==> src/sv/msbp_pkg.sv <==
// shared types, constants and sequencer states of the msb-first bit field packer
package msbp_pkg;

	localparam int unsigned VALUE_W = 64;
	localparam int unsigned COUNT_W = 7;
	localparam int unsigned CLASS_W = 2;
	localparam int unsigned CAP_W   = 16;
	localparam int unsigned USED_W  = 19;
	localparam int unsigned FILL_W  = 3;
	localparam int unsigned WIN_W   = VALUE_W + 8;
	localparam int unsigned LEFT_W  = 4;

	localparam logic [CAP_W-1:0] CAP_RESET = 16'd4096;

	typedef enum logic [1:0] {
		ST_IDLE,
		ST_ALIGN,
		ST_MERGE,
		ST_EMIT
	} msbp_state_t;

endpackage

==> src/sv/msbp_req_if.sv <==
// input channel: one field to append per beat
interface msbp_req_if;
	import msbp_pkg::*;

	logic               valid;
	logic               ready;
	logic [VALUE_W-1:0] field_value;
	logic [COUNT_W-1:0] bit_count;
	logic [CLASS_W-1:0] width_class;

	modport source (output valid, output field_value, output bit_count, output width_class,
		input ready);
	modport sink (input valid, input field_value, input bit_count, input width_class,
		output ready);
endinterface

==> src/sv/msbp_rsp_if.sv <==
// output channel: one completed byte or status per beat
interface msbp_rsp_if;
	import msbp_pkg::*;

	logic              valid;
	logic              ready;
	logic [7:0]        byte_out;
	logic              byte_valid;
	logic [CAP_W-1:0]  byte_index;
	logic              accepted;
	logic [7:0]        partial_byte;
	logic [FILL_W-1:0] partial_bits;
	logic [USED_W-1:0] bits_used;
	logic              last;

	modport source (output valid, output byte_out, output byte_valid, output byte_index,
		output accepted, output partial_byte, output partial_bits, output bits_used,
		output last, input ready);
	modport sink (input valid, input byte_out, input byte_valid, input byte_index,
		input accepted, input partial_byte, input partial_bits, input bits_used,
		input last, output ready);
endinterface

==> src/sv/msb_first_bit_field_packer.sv <==
// top level: msb-first bit field packer with a byte-per-cycle emit sequencer
//
//  channel  dir  handshake      payload
//  req      in   valid/ready    field_value, bit_count, width_class
//  rsp      out  valid/ready    byte_out, byte_valid, byte_index, accepted,
//                               partial_byte, partial_bits, bits_used, last
//  cfg      in   cfg_we         cfg_wdata = capacity_bytes
//
// an accepted item passes through the align, merge and emit steps and gives max(1, n) beats
// before the next ready, n being the number of bytes it completes (at most 8); a rejected
// item skips the merge step and gives one beat. the 72-bit window shifter emits one byte per
// cycle while rsp does not stall.
// a stalled rsp holds the sequencer in its emit step; the last beat of an item sits
// in the output register while the next item is taken.
// arst_n clears the sequencer, the bit state and sets capacity to 4096 bytes;
// a cfg write loads the capacity and clears the bit state, but not the sequencer.
module msb_first_bit_field_packer
	import msbp_pkg::*;
(
	input  logic             clk,
	input  logic             arst_n,
	input  logic             cfg_we,
	input  logic [CAP_W-1:0] cfg_wdata,
	msbp_req_if.sink         req,
	msbp_rsp_if.source       rsp
);

	msbp_state_t state_q, state_d;

	logic [CAP_W-1:0]   cap_q;
	logic [7:0]         pend_q;
	logic [FILL_W-1:0]  fill_q;
	logic [USED_W-1:0]  used_q;

	logic [VALUE_W-1:0] aligned_q;
	logic [7:0]         val_lo_q;
	logic [COUNT_W-1:0] count_q;
	logic [CLASS_W-1:0] class_q;
	logic [WIN_W-1:0]   win_q;
	logic [CAP_W-1:0]   idx_q;
	logic [LEFT_W-1:0]  left_q;
	logic               acc_q;

	logic               ovalid_q;
	logic [7:0]         obyte_q;
	logic               obvalid_q;
	logic [CAP_W-1:0]   oindex_q;
	logic               oacc_q;
	logic [7:0]         opart_q;
	logic [FILL_W-1:0]  ofill_q;
	logic [USED_W-1:0]  oused_q;
	logic               olast_q;

	logic               take;
	logic               slot_free;
	logic               load_out;
	logic               fits;
	logic [COUNT_W-1:0] width;
	logic [USED_W-1:0]  room;
	logic [COUNT_W-1:0] total;
	logic [WIN_W-1:0]   merged;
	logic [FILL_W-1:0]  new_fill;
	logic [LEFT_W-1:0]  new_left;

	assign take      = req.valid && req.ready;
	assign slot_free = !ovalid_q || rsp.ready;

	// width and space check on the latched item
	assign width = COUNT_W'(8) << class_q;
	assign room  = {cap_q, 3'b000} - used_q;
	assign fits  = (count_q <= width) && (USED_W'(count_q) <= room);

	// merge of the pending bits and the aligned field
	assign merged   = {pend_q, {VALUE_W{1'b0}}} | ({aligned_q, 8'h00} >> fill_q);
	assign total    = COUNT_W'(fill_q) + count_q;
	assign new_fill = total[FILL_W-1:0];
	assign new_left = total[COUNT_W-1:FILL_W];

	// sequencer next state and strobes
	always_comb begin
		state_d   = state_q;
		req.ready = 1'b0;
		load_out  = 1'b0;
		case (state_q)
			ST_IDLE: begin
				req.ready = 1'b1;
				if (req.valid) begin
					state_d = ST_ALIGN;
				end
			end
			ST_ALIGN: begin
				state_d = fits ? ST_MERGE : ST_EMIT;
			end
			ST_MERGE: begin
				state_d = ST_EMIT;
			end
			ST_EMIT: begin
				if (slot_free) begin
					load_out = 1'b1;
					if (left_q <= LEFT_W'(1)) begin
						state_d = ST_IDLE;
					end
				end
			end
			default: begin
				state_d = ST_IDLE;
			end
		endcase
	end

	always_ff @(posedge clk or negedge arst_n) begin
		if (!arst_n) begin
			state_q <= ST_IDLE;
		end else begin
			state_q <= state_d;
		end
	end

	// capacity register and packer bit state
	always_ff @(posedge clk or negedge arst_n) begin
		if (!arst_n) begin
			cap_q  <= CAP_RESET;
			pend_q <= 8'h00;
			fill_q <= '0;
			used_q <= '0;
		end else if (cfg_we) begin
			cap_q  <= cfg_wdata;
			pend_q <= 8'h00;
			fill_q <= '0;
			used_q <= '0;
		end else if (state_q == ST_MERGE) begin
			fill_q <= new_fill;
			used_q <= used_q + USED_W'(count_q);
			if (new_left == '0) begin
				pend_q <= merged[WIN_W-1 -: 8];
			end else begin
				pend_q <= val_lo_q << (4'd8 - {1'b0, new_fill});
			end
		end
	end

	// item latch, alignment and window shifter
	always_ff @(posedge clk) begin
		if (take) begin
			aligned_q <= req.field_value;
			val_lo_q  <= req.field_value[7:0];
			count_q   <= req.bit_count;
			class_q   <= req.width_class;
		end else if (state_q == ST_ALIGN) begin
			aligned_q <= aligned_q << (COUNT_W'(64) - count_q);
		end
		case (state_q)
			ST_ALIGN: begin
				left_q <= '0;
				acc_q  <= fits;
			end
			ST_MERGE: begin
				win_q  <= merged;
				idx_q  <= used_q[USED_W-1:FILL_W];
				left_q <= new_left;
			end
			ST_EMIT: begin
				if (load_out) begin
					win_q  <= win_q << 8;
					idx_q  <= idx_q + CAP_W'(1);
					left_q <= left_q - LEFT_W'(1);
				end
			end
			default: begin
			end
		endcase
	end

	// output register
	always_ff @(posedge clk or negedge arst_n) begin
		if (!arst_n) begin
			ovalid_q <= 1'b0;
		end else if (load_out) begin
			ovalid_q <= 1'b1;
		end else if (rsp.ready) begin
			ovalid_q <= 1'b0;
		end
	end

	// beat payload, bit state captured with the beat so a waiting beat keeps it
	always_ff @(posedge clk) begin
		if (load_out) begin
			obvalid_q <= (left_q != '0);
			obyte_q   <= (left_q != '0) ? win_q[WIN_W-1 -: 8] : 8'h00;
			oindex_q  <= (left_q != '0) ? idx_q : '0;
			oacc_q    <= acc_q;
			opart_q   <= pend_q;
			ofill_q   <= fill_q;
			oused_q   <= used_q;
			olast_q   <= (left_q <= LEFT_W'(1));
		end
	end

	assign rsp.valid        = ovalid_q;
	assign rsp.byte_out     = obyte_q;
	assign rsp.byte_valid   = obvalid_q;
	assign rsp.byte_index   = oindex_q;
	assign rsp.accepted     = oacc_q;
	assign rsp.partial_byte = opart_q;
	assign rsp.partial_bits = ofill_q;
	assign rsp.bits_used    = oused_q;
	assign rsp.last         = olast_q;

	// bit state stays consistent
	a_fill_matches_used: assert property (@(posedge clk) disable iff (!arst_n)
		used_q[FILL_W-1:0] == fill_q)
		else $error("pending fill out of step with bit total");

	a_empty_pending_zero: assert property (@(posedge clk) disable iff (!arst_n)
		(fill_q == '0) |-> (pend_q == 8'h00))
		else $error("pending byte holds bits while empty");

	a_within_capacity: assert property (@(posedge clk) disable iff (!arst_n)
		used_q <= {cap_q, 3'b000})
		else $error("bit total beyond capacity");

	a_emit_bound: assert property (@(posedge clk) disable iff (!arst_n)
		(state_q == ST_EMIT) |-> (left_q <= LEFT_W'(8)))
		else $error("more than eight bytes pending for one item");

endmodule
==> src/flat_wrapper.sv <==
// flat-port wrapper written by rule: the top's interface ports become plain ports
module msb_first_bit_field_packer_flat import msbp_pkg::*;
  (clk, arst_n, cfg_we, cfg_wdata, req_valid, req_field_value, req_bit_count, req_width_class, req_ready, rsp_valid, rsp_byte_out, rsp_byte_valid, rsp_byte_index, rsp_accepted, rsp_partial_byte, rsp_partial_bits, rsp_bits_used, rsp_last, rsp_ready);
  msbp_req_if req_i ();
  msbp_rsp_if rsp_i ();
  input  logic clk;
  input  logic arst_n;
  input  logic cfg_we;
  input  logic [CAP_W-1:0] cfg_wdata;
  input wire logic [$bits(req_i.valid)-1:0] req_valid;
  input wire logic [$bits(req_i.field_value)-1:0] req_field_value;
  input wire logic [$bits(req_i.bit_count)-1:0] req_bit_count;
  input wire logic [$bits(req_i.width_class)-1:0] req_width_class;
  output wire logic [$bits(req_i.ready)-1:0] req_ready;
  output wire logic [$bits(rsp_i.valid)-1:0] rsp_valid;
  output wire logic [$bits(rsp_i.byte_out)-1:0] rsp_byte_out;
  output wire logic [$bits(rsp_i.byte_valid)-1:0] rsp_byte_valid;
  output wire logic [$bits(rsp_i.byte_index)-1:0] rsp_byte_index;
  output wire logic [$bits(rsp_i.accepted)-1:0] rsp_accepted;
  output wire logic [$bits(rsp_i.partial_byte)-1:0] rsp_partial_byte;
  output wire logic [$bits(rsp_i.partial_bits)-1:0] rsp_partial_bits;
  output wire logic [$bits(rsp_i.bits_used)-1:0] rsp_bits_used;
  output wire logic [$bits(rsp_i.last)-1:0] rsp_last;
  input wire logic [$bits(rsp_i.ready)-1:0] rsp_ready;
  assign req_i.valid = req_valid;
  assign req_i.field_value = req_field_value;
  assign req_i.bit_count = req_bit_count;
  assign req_i.width_class = req_width_class;
  assign req_ready = req_i.ready;
  assign rsp_valid = rsp_i.valid;
  assign rsp_byte_out = rsp_i.byte_out;
  assign rsp_byte_valid = rsp_i.byte_valid;
  assign rsp_byte_index = rsp_i.byte_index;
  assign rsp_accepted = rsp_i.accepted;
  assign rsp_partial_byte = rsp_i.partial_byte;
  assign rsp_partial_bits = rsp_i.partial_bits;
  assign rsp_bits_used = rsp_i.bits_used;
  assign rsp_last = rsp_i.last;
  assign rsp_i.ready = rsp_ready;
  msb_first_bit_field_packer u_core (.clk(clk), .arst_n(arst_n), .cfg_we(cfg_we), .cfg_wdata(cfg_wdata), .req(req_i), .rsp(rsp_i));
endmodule
==> config.mk <==
export PLATFORM = sky130hd
export DESIGN_NAME = msb_first_bit_field_packer_flat
export DESIGN_NICKNAME = d
export VERILOG_FILES = /design/src/sv/msbp_pkg.sv /design/src/sv/msbp_req_if.sv /design/src/sv/msbp_rsp_if.sv /design/src/sv/msb_first_bit_field_packer.sv /design/src/flat_wrapper.sv
export SDC_FILE = /design/constraint.sdc
export NUM_CORES = 1
export LEC_CHECK = 0
export BUFFER_PORTS_ARGS = -buffer_cell sky130_fd_sc_hd__buf_2
export CAP_MARGIN = 20
export CORE_MARGIN = 5
export CORE_UTILIZATION = 30
export DETAILED_ROUTE_END_ITERATION = 10
export SLEW_MARGIN = 30
export SYNTH_ARGS = -nofsm -noshare
export SYNTH_HDL_FRONTEND = slang
export SYNTH_SLANG_ARGS = --single-unit
==> constraint.sdc <==
create_clock -name clk -period 8.6 [get_ports clk]
set_input_delay 1.29 -clock clk [delete_from_list [all_inputs] [get_ports clk]]
set_output_delay 1.29 -clock clk [all_outputs]
set_load 0.01 [all_outputs]
* Word-level counts from Yosys, hierarchy flattened
Index checks and enable logic that the tools add are counted.
** Cells by class
- $add $sub $neg :: 7
- Multiply operators :: 0
- Div/mod/pow operators :: 0
- Magnitude comparators :: 3
- Equality and inequality tests :: 7
- Shifts and indexed selects :: 4
- Muxes and demuxes :: 25
- Bitwise gates (word level) :: 1
- Reductions and logical operators :: 15
** Operator list (count)
- case mux 72 bit (2 select lines) :: 1
- 2-to-1 mux 64 bit :: 2
- 2-to-1 mux 72 bit :: 1
- OR 72 bit :: 1
- >> shifter 72 x 3 -> 72 bit :: 1
- left shift 64 x 7 -> 64 bit :: 1
- 2-to-1 mux 19 bit :: 2
- case mux 16 bit (2 select lines) :: 1
- 2-to-1 mux 8 bit :: 3
- adder 19 x 7 -> 19 bit :: 1
- less-or-equal comparator 7 x 19 -> 1 bit :: 1
- subtractor 19 bit :: 1
- adder 16 x 1 -> 16 bit (second input constant) :: 1
- 2-to-1 mux 16 bit :: 1
- case mux 4 bit (3 select lines) :: 1
- case mux 2 bit (4 select lines) :: 1
- nonzero test 2 bit :: 4
- left shift 8 x 4 -> 8 bit :: 1
- adder 3 x 7 -> 7 bit :: 1
- less-or-equal comparator 7 bit :: 1
- left shift 4 x 2 -> 7 bit (first input constant) :: 1
- subtractor 7 bit (first input constant) :: 1
- 2-to-1 mux 1 bit :: 6
- 2-to-1 mux 2 bit :: 3
- other kinds (18) :: 24
** Storage, ports and cells
- Register bits :: 280
- Latch bits :: 0
- Bits in writable memories :: 0
- ROM bits :: 0
- Input bits :: 94
- Output and inout bits :: 59
- Logic and storage cells :: 84
- Memories kept :: 0

* Logic depth before layout (Yosys ltp)
- Word-level depth :: 6
- Gate-level depth with buffers :: 16
- Depth with buffers taken out :: 14

* Worst setup path before layout
OpenSTA, ideal clock, no wires.
- Path type :: register to register
- Start :: register u_core.state_q[0]
- End :: register u_core.idx_q[0], enable pin
- Library setup time :: 0.562 ns
- Data arrival time :: 5.673 ns
- Data required time :: 8.038 ns
- Setup slack :: 2.366 ns
- Cell stages (with the launch flop) :: 8
- Path buffers :: 3
- Period minus slack after synthesis :: 6.234 ns
- Path through :: dfrtp_1 inv_1 ha_1 clkbuf_1 clkbuf_1 clkbuf_1 nor2_1 a21oi_1
** On the way
- Cells in the longest elaborated chain, start to end :: 4
- Elaborated cells between the ends (all ways) :: 6
- Those cells by class :: eq/ne: 3; mux: 1; reduce/logical: 2
** Ends and longest elaborated chain
- from (decl) :: line msb_first_bit_field_packer.sv:28 : msbp_state_t state_q, state_d;
- from (signal assigned) :: line msb_first_bit_field_packer.sv:115 : state_q <= state_d;
- equality test 2 bit :: line msb_first_bit_field_packer.sv:84, msb_first_bit_field_packer.sv:152
- 2-to-1 mux 1 bit :: line msb_first_bit_field_packer.sv:84 : case (state_q)
- inequality test 2 x 1 -> 1 bit (no line)
- AND reduction 2 bit (no line) (*)
- to (signal assigned) :: line msb_first_bit_field_packer.sv:159 : idx_q <= used_q[USED_W-1:FILL_W];
- to (signal assigned) :: line msb_first_bit_field_packer.sv:165 : idx_q <= idx_q + CAP_W'(1);
- to (decl) :: line msb_first_bit_field_packer.sv:40 : logic [CAP_W-1:0] idx_q;
Every way passes the cells marked *; elsewhere a longest branch is shown, timed or not.
A chain may end at the register's enable or synchronous reset.

* Worst setup path after layout
- Start :: register u_core.count_q[0]
- End :: register u_core.aligned_q[55], data pin
** On the way
- Cells in the longest elaborated chain, start to end :: 4
** Ends and longest elaborated chain
- from (decl) :: line msb_first_bit_field_packer.sv:37 : logic [COUNT_W-1:0] count_q;
- from (signal assigned) :: line msb_first_bit_field_packer.sv:147 : count_q <= req.bit_count;
- subtractor 7 bit :: line msb_first_bit_field_packer.sv:150 : aligned_q <= aligned_q << (COUNT_W'(64) - count_q);
- left shift 64 x 7 -> 64 bit :: line msb_first_bit_field_packer.sv:150
- 2-to-1 mux 64 bit :: line msb_first_bit_field_packer.sv:149 : end else if (state_q == ST_ALIGN) begin
- 2-to-1 mux 64 bit :: line msb_first_bit_field_packer.sv:144 : if (take) begin
- to (signal assigned) :: line msb_first_bit_field_packer.sv:145 : aligned_q <= req.field_value;
- to (signal assigned) :: line msb_first_bit_field_packer.sv:150
- to (decl) :: line msb_first_bit_field_packer.sv:35 : logic [VALUE_W-1:0] aligned_q;
No other way between the ends. The select of a mux whose other input is x is not followed.

==> flow_metrics.env <==
export IMPL_p_leak_uw=0.00849
export IMPL_grt_pass1_wl_mm=91.5
export IMPL_reg2reg_from="u_core.count_q[0]"
export IMPL_ctsHoldBuffers=0
export IMPL_overflow=0
export IMPL_cellPowerDensity_nw_per_um2=418
export IMPL_ant_nets=0
export IMPL_fin_setup_tns_ns=0
export IMPL_nets=2020
export IMPL_viasPerCell=5.48
export IMPL_crit_family="buffers and inverters"
export IMPL_ys_flop_type="edfxtp_1"
export IMPL_holdWs_ns=0.440
export IMPL_pwr_share_seq_pct=33.2
export IMPL_drc=0
export IMPL_htreeDepth=2
export IMPL_critPathMaxFanout=73
export IMPL_grt_pass1_vias=14888
export IMPL_drt_first_pass_iters=5
export IMPL_p_total_uw=8950
export IMPL_path_clk_slew_ns=0.06
export IMPL_post_cts_resized=0
export IMPL_crit_buf_inv=3
export IMPL_cpPeakStageDelay_ns=0.68
export IMPL_finalMaxSlewViolations=0
export IMPL_crit_chain="buf_4, inv_1, ha_2, buf_4, mux4_2, and2_1, a211oi_1, a21oi_1, a22oi_1, a21oi_1, a22o_1"
export IMPL_routed_wl_mm=60.3
export IMPL_syn2layout_area_growth_pct=14.5
export IMPL_cp_startpoint="u_core.count_q[0]"
export IMPL_p_sw_share_pct=44.4
export IMPL_worst_pin_slew_ns=0.965
export IMPL_power_frac_comb_pct=50.7
export IMPL_ys_seq_area_share_pct=43.5
export IMPL_avgSynthCellArea_um2=10.5
export IMPL_ys_types=75
export IMPL_p_sw_uw=3970
export IMPL_io_pins=153
export IMPL_maxCapViolCount=0
export IMPL_start_util_pct=30.3
export IMPL_final_common_cell="edfxtp_1"
export IMPL_grtUsageTotal_pct=17.3
export IMPL_ys_async_sr_fraction_pct=17.6
export IMPL_cts_sinks=279
export IMPL_required_ns=8.90
export IMPL_vdd_drop_max_uv=166
export IMPL_synthesis_instances=1786
export IMPL_crit_type="reg2reg"
export IMPL_internal_power_uw=4980
export IMPL_finalHoldViolations=0
export IMPL_min_period_over_period_pct=51.4
export IMPL_dr_total_vias=14999
export IMPL_critPathLaunchType="flip-flop"
export IMPL_synthesis_area_um2=18700
export IMPL_root_buffer="clkbuf_16"
export IMPL_hold_class="reg2reg"
export IMPL_clockBufferDepth=3
export IMPL_rsz0062_at_grt="no"
export IMPL_core_um2=61700
export IMPL_critPathSlowestCell="buf_4"
export IMPL_fin_crit_ns=4.42
export IMPL_die_h_um=260
export IMPL_n_antenna_cell=0
export IMPL_synth_edff_count=230
export IMPL_power_frac_clock_pct=16.1
export IMPL_dieArea_um2=67400
export IMPL_gp_congestion=0.969
export IMPL_min_from="u_core.acc_q"
export IMPL_syn_nets=1929
export IMPL_status="finished clean"
export IMPL_cts_setup_buffers=0
export IMPL_cts_made_buffers=35
export IMPL_layout_common_cells="edfxtp_1 (230), nand2_1 (227), mux2i_1 (226), buf_2 (151), nor2_1 (141)"
export IMPL_clock_fmax_ghz=0.226
export IMPL_rows=91
export IMPL_setup_violations_final=0
export IMPL_skew_ns=0.0310
export IMPL_post_drt_wl_per_cell_um=22.0
export IMPL_grt_start_max_net_pins=118
export IMPL_portBuffers=152
export IMPL_ys_ff_latch=279
export IMPL_layout_drive_gt1_share_pct=19.1
export IMPL_clk_latency_ns=0.55
export IMPL_drtIter0Drc=1455
export IMPL_die_w_um=260
export IMPL_detailed_place_hpwl_mm=43.8
export IMPL_cts_tree="done"
export IMPL_yosysWarnings=0
export IMPL_cp_end_kind="flip-flop"
export IMPL_relSlewSlack_pct=35.7
export IMPL_antenna_found_initial=1
export IMPL_arrival_ns=4.72
-- cells in the mapped netlist (4+ instances only) --
cell | n | area, um2
mux4_2 | 56 | 1260
nor3_1 | 30 | 150
a22oi_1 | 11 | 82.6
a31oi_1 | 8 | 50.1
a311oi_1 | 6 | 52.6
nand2_1 | 227 | 852
o21bai_1 | 7 | 52.6
o211ai_1 | 10 | 75.1
nand2b_1 | 8 | 50.1
xor2_1 | 22 | 193
a21o_1 | 8 | 60.1
a22o_1 | 28 | 245
edfxtp_1 | 230 | 6910
o21ai_0 | 126 | 631
nor4_1 | 12 | 75.1
nand4_1 | 7 | 43.8
nand3_1 | 23 | 115
clkbuf_1 | 75 | 282
mux2i_1 | 226 | 2260
a211oi_1 | 22 | 165
o22ai_1 | 9 | 56.3
o21a_1 | 7 | 52.6
o221ai_1 | 5 | 43.8
and2_1 | 6 | 37.5
nor2_1 | 142 | 533
o31ai_1 | 5 | 37.5
buf_2 | 21 | 105
dfrtp_1 | 48 | 1200
or2_2 | 4 | 25.0
xnor2_1 | 28 | 245
a21oi_1 | 109 | 546
mux2_2 | 40 | 450
inv_1 | 44 | 165
nor2b_1 | 36 | 225
and3_1 | 10 | 62.6
or3_1 | 7 | 43.8
buf_4 | 6 | 45.0
buf_1 | 20 | 75.1
ha_1 | 47 | 588
a221o_1 | 5 | 50.1
-- worst paths after layout --
kind,to,slack (ns),depth (start not counted)
max,u_core.aligned_q[55],4.18,11
min,u_core.rsp.accepted,0.44,0
max reg2reg,u_core.aligned_q[55],4.18,11
min reg2reg,u_core.rsp.accepted,0.44,0
max in group asynchronous,u_core.fill_q[0],7.18,2
min in group asynchronous,u_core.cap_q[3],0.89,2
-- power groups by stage --
stage | combinational [uW] | sequential, uW | clock, uW
floorplan | 3300 | 2730 | 0
global placement | 4390 | 2970 | 0
detailed placement | 4440 | 2990 | 0
CTS | 4470 | 2970 | 1470
global route | 4980 | 3010 | 1530
finish | 4540 | 2970 | 1440
-- routing by layer --
metal,part of all wire (%),global-route usage [%]
met1,43,23.8
met2,45,27.1
met3,7.7,3.22
met4,4.2,6.80
met5,0.031,0
-- stage by stage --
stage | cell area, um2 | util [%] | worst slack (ns) | instances
2_1_floorplan | 18700 | - | 2.37 | 1786
3_3_place_gp | 20300 | 32.9 | 4.31 | 2676
3_5_place_dp | 20300 | 32.9 | 4.27 | 2676
4_1_cts | 21400 | 34.6 | 4.23 | 2737
5_1_grt | 21400 | 34.7 | 4.00 | 2738
6_report | 21400 | 34.7 | 4.18 | 2738
-- area by class of cell --
class                   count  area (um2)
fillers                  6270       40300
multi-input cells        1336        9970
flip-flops and latches    279        8140
well taps                 837        1050
repair buffers            179         990
clock buffers              44         910
inverters                  46         173
clock inverters            17         171
-- worst reg2reg max path, cell delays in order (launching register included) --
cell,delay (ns)
edfxtp_1,0.32
buf_4,0.46
inv_1,0.29
ha_2,0.39
buf_4,0.68
mux4_2,0.48
and2_1,0.18
a211oi_1,0.24
a21oi_1,0.10
a22oi_1,0.55
a21oi_1,0.24
a22o_1,0.24
-- state kept, by name, indices dropped and copies added (netlist names), 16 cells and up --
register	count
u_core.cap_q	16
u_core.idx_q	16
u_core.aligned_q	64
u_core.win_q	71
u_core.rsp.byte_index	16
u_core.used_q	19
u_core.rsp.bits_used	19
-- cells by family (layout without fill, tap and decap cells) --
logic type	Yosys count	count (layout)	share of synthesized area, %
buffers and inverters	171	286	3.82
xor gates and xnor gates	51	51	2.43
DFF	279	279	43.5
AOI/OAI and AO/OA	393	393	13.3
and+or+nand+nor	521	521	12.3
adders and majority gates	49	49	3.36
muxes	322	322	21.3
No activity file was read; power rests on OpenSTA's default activity.
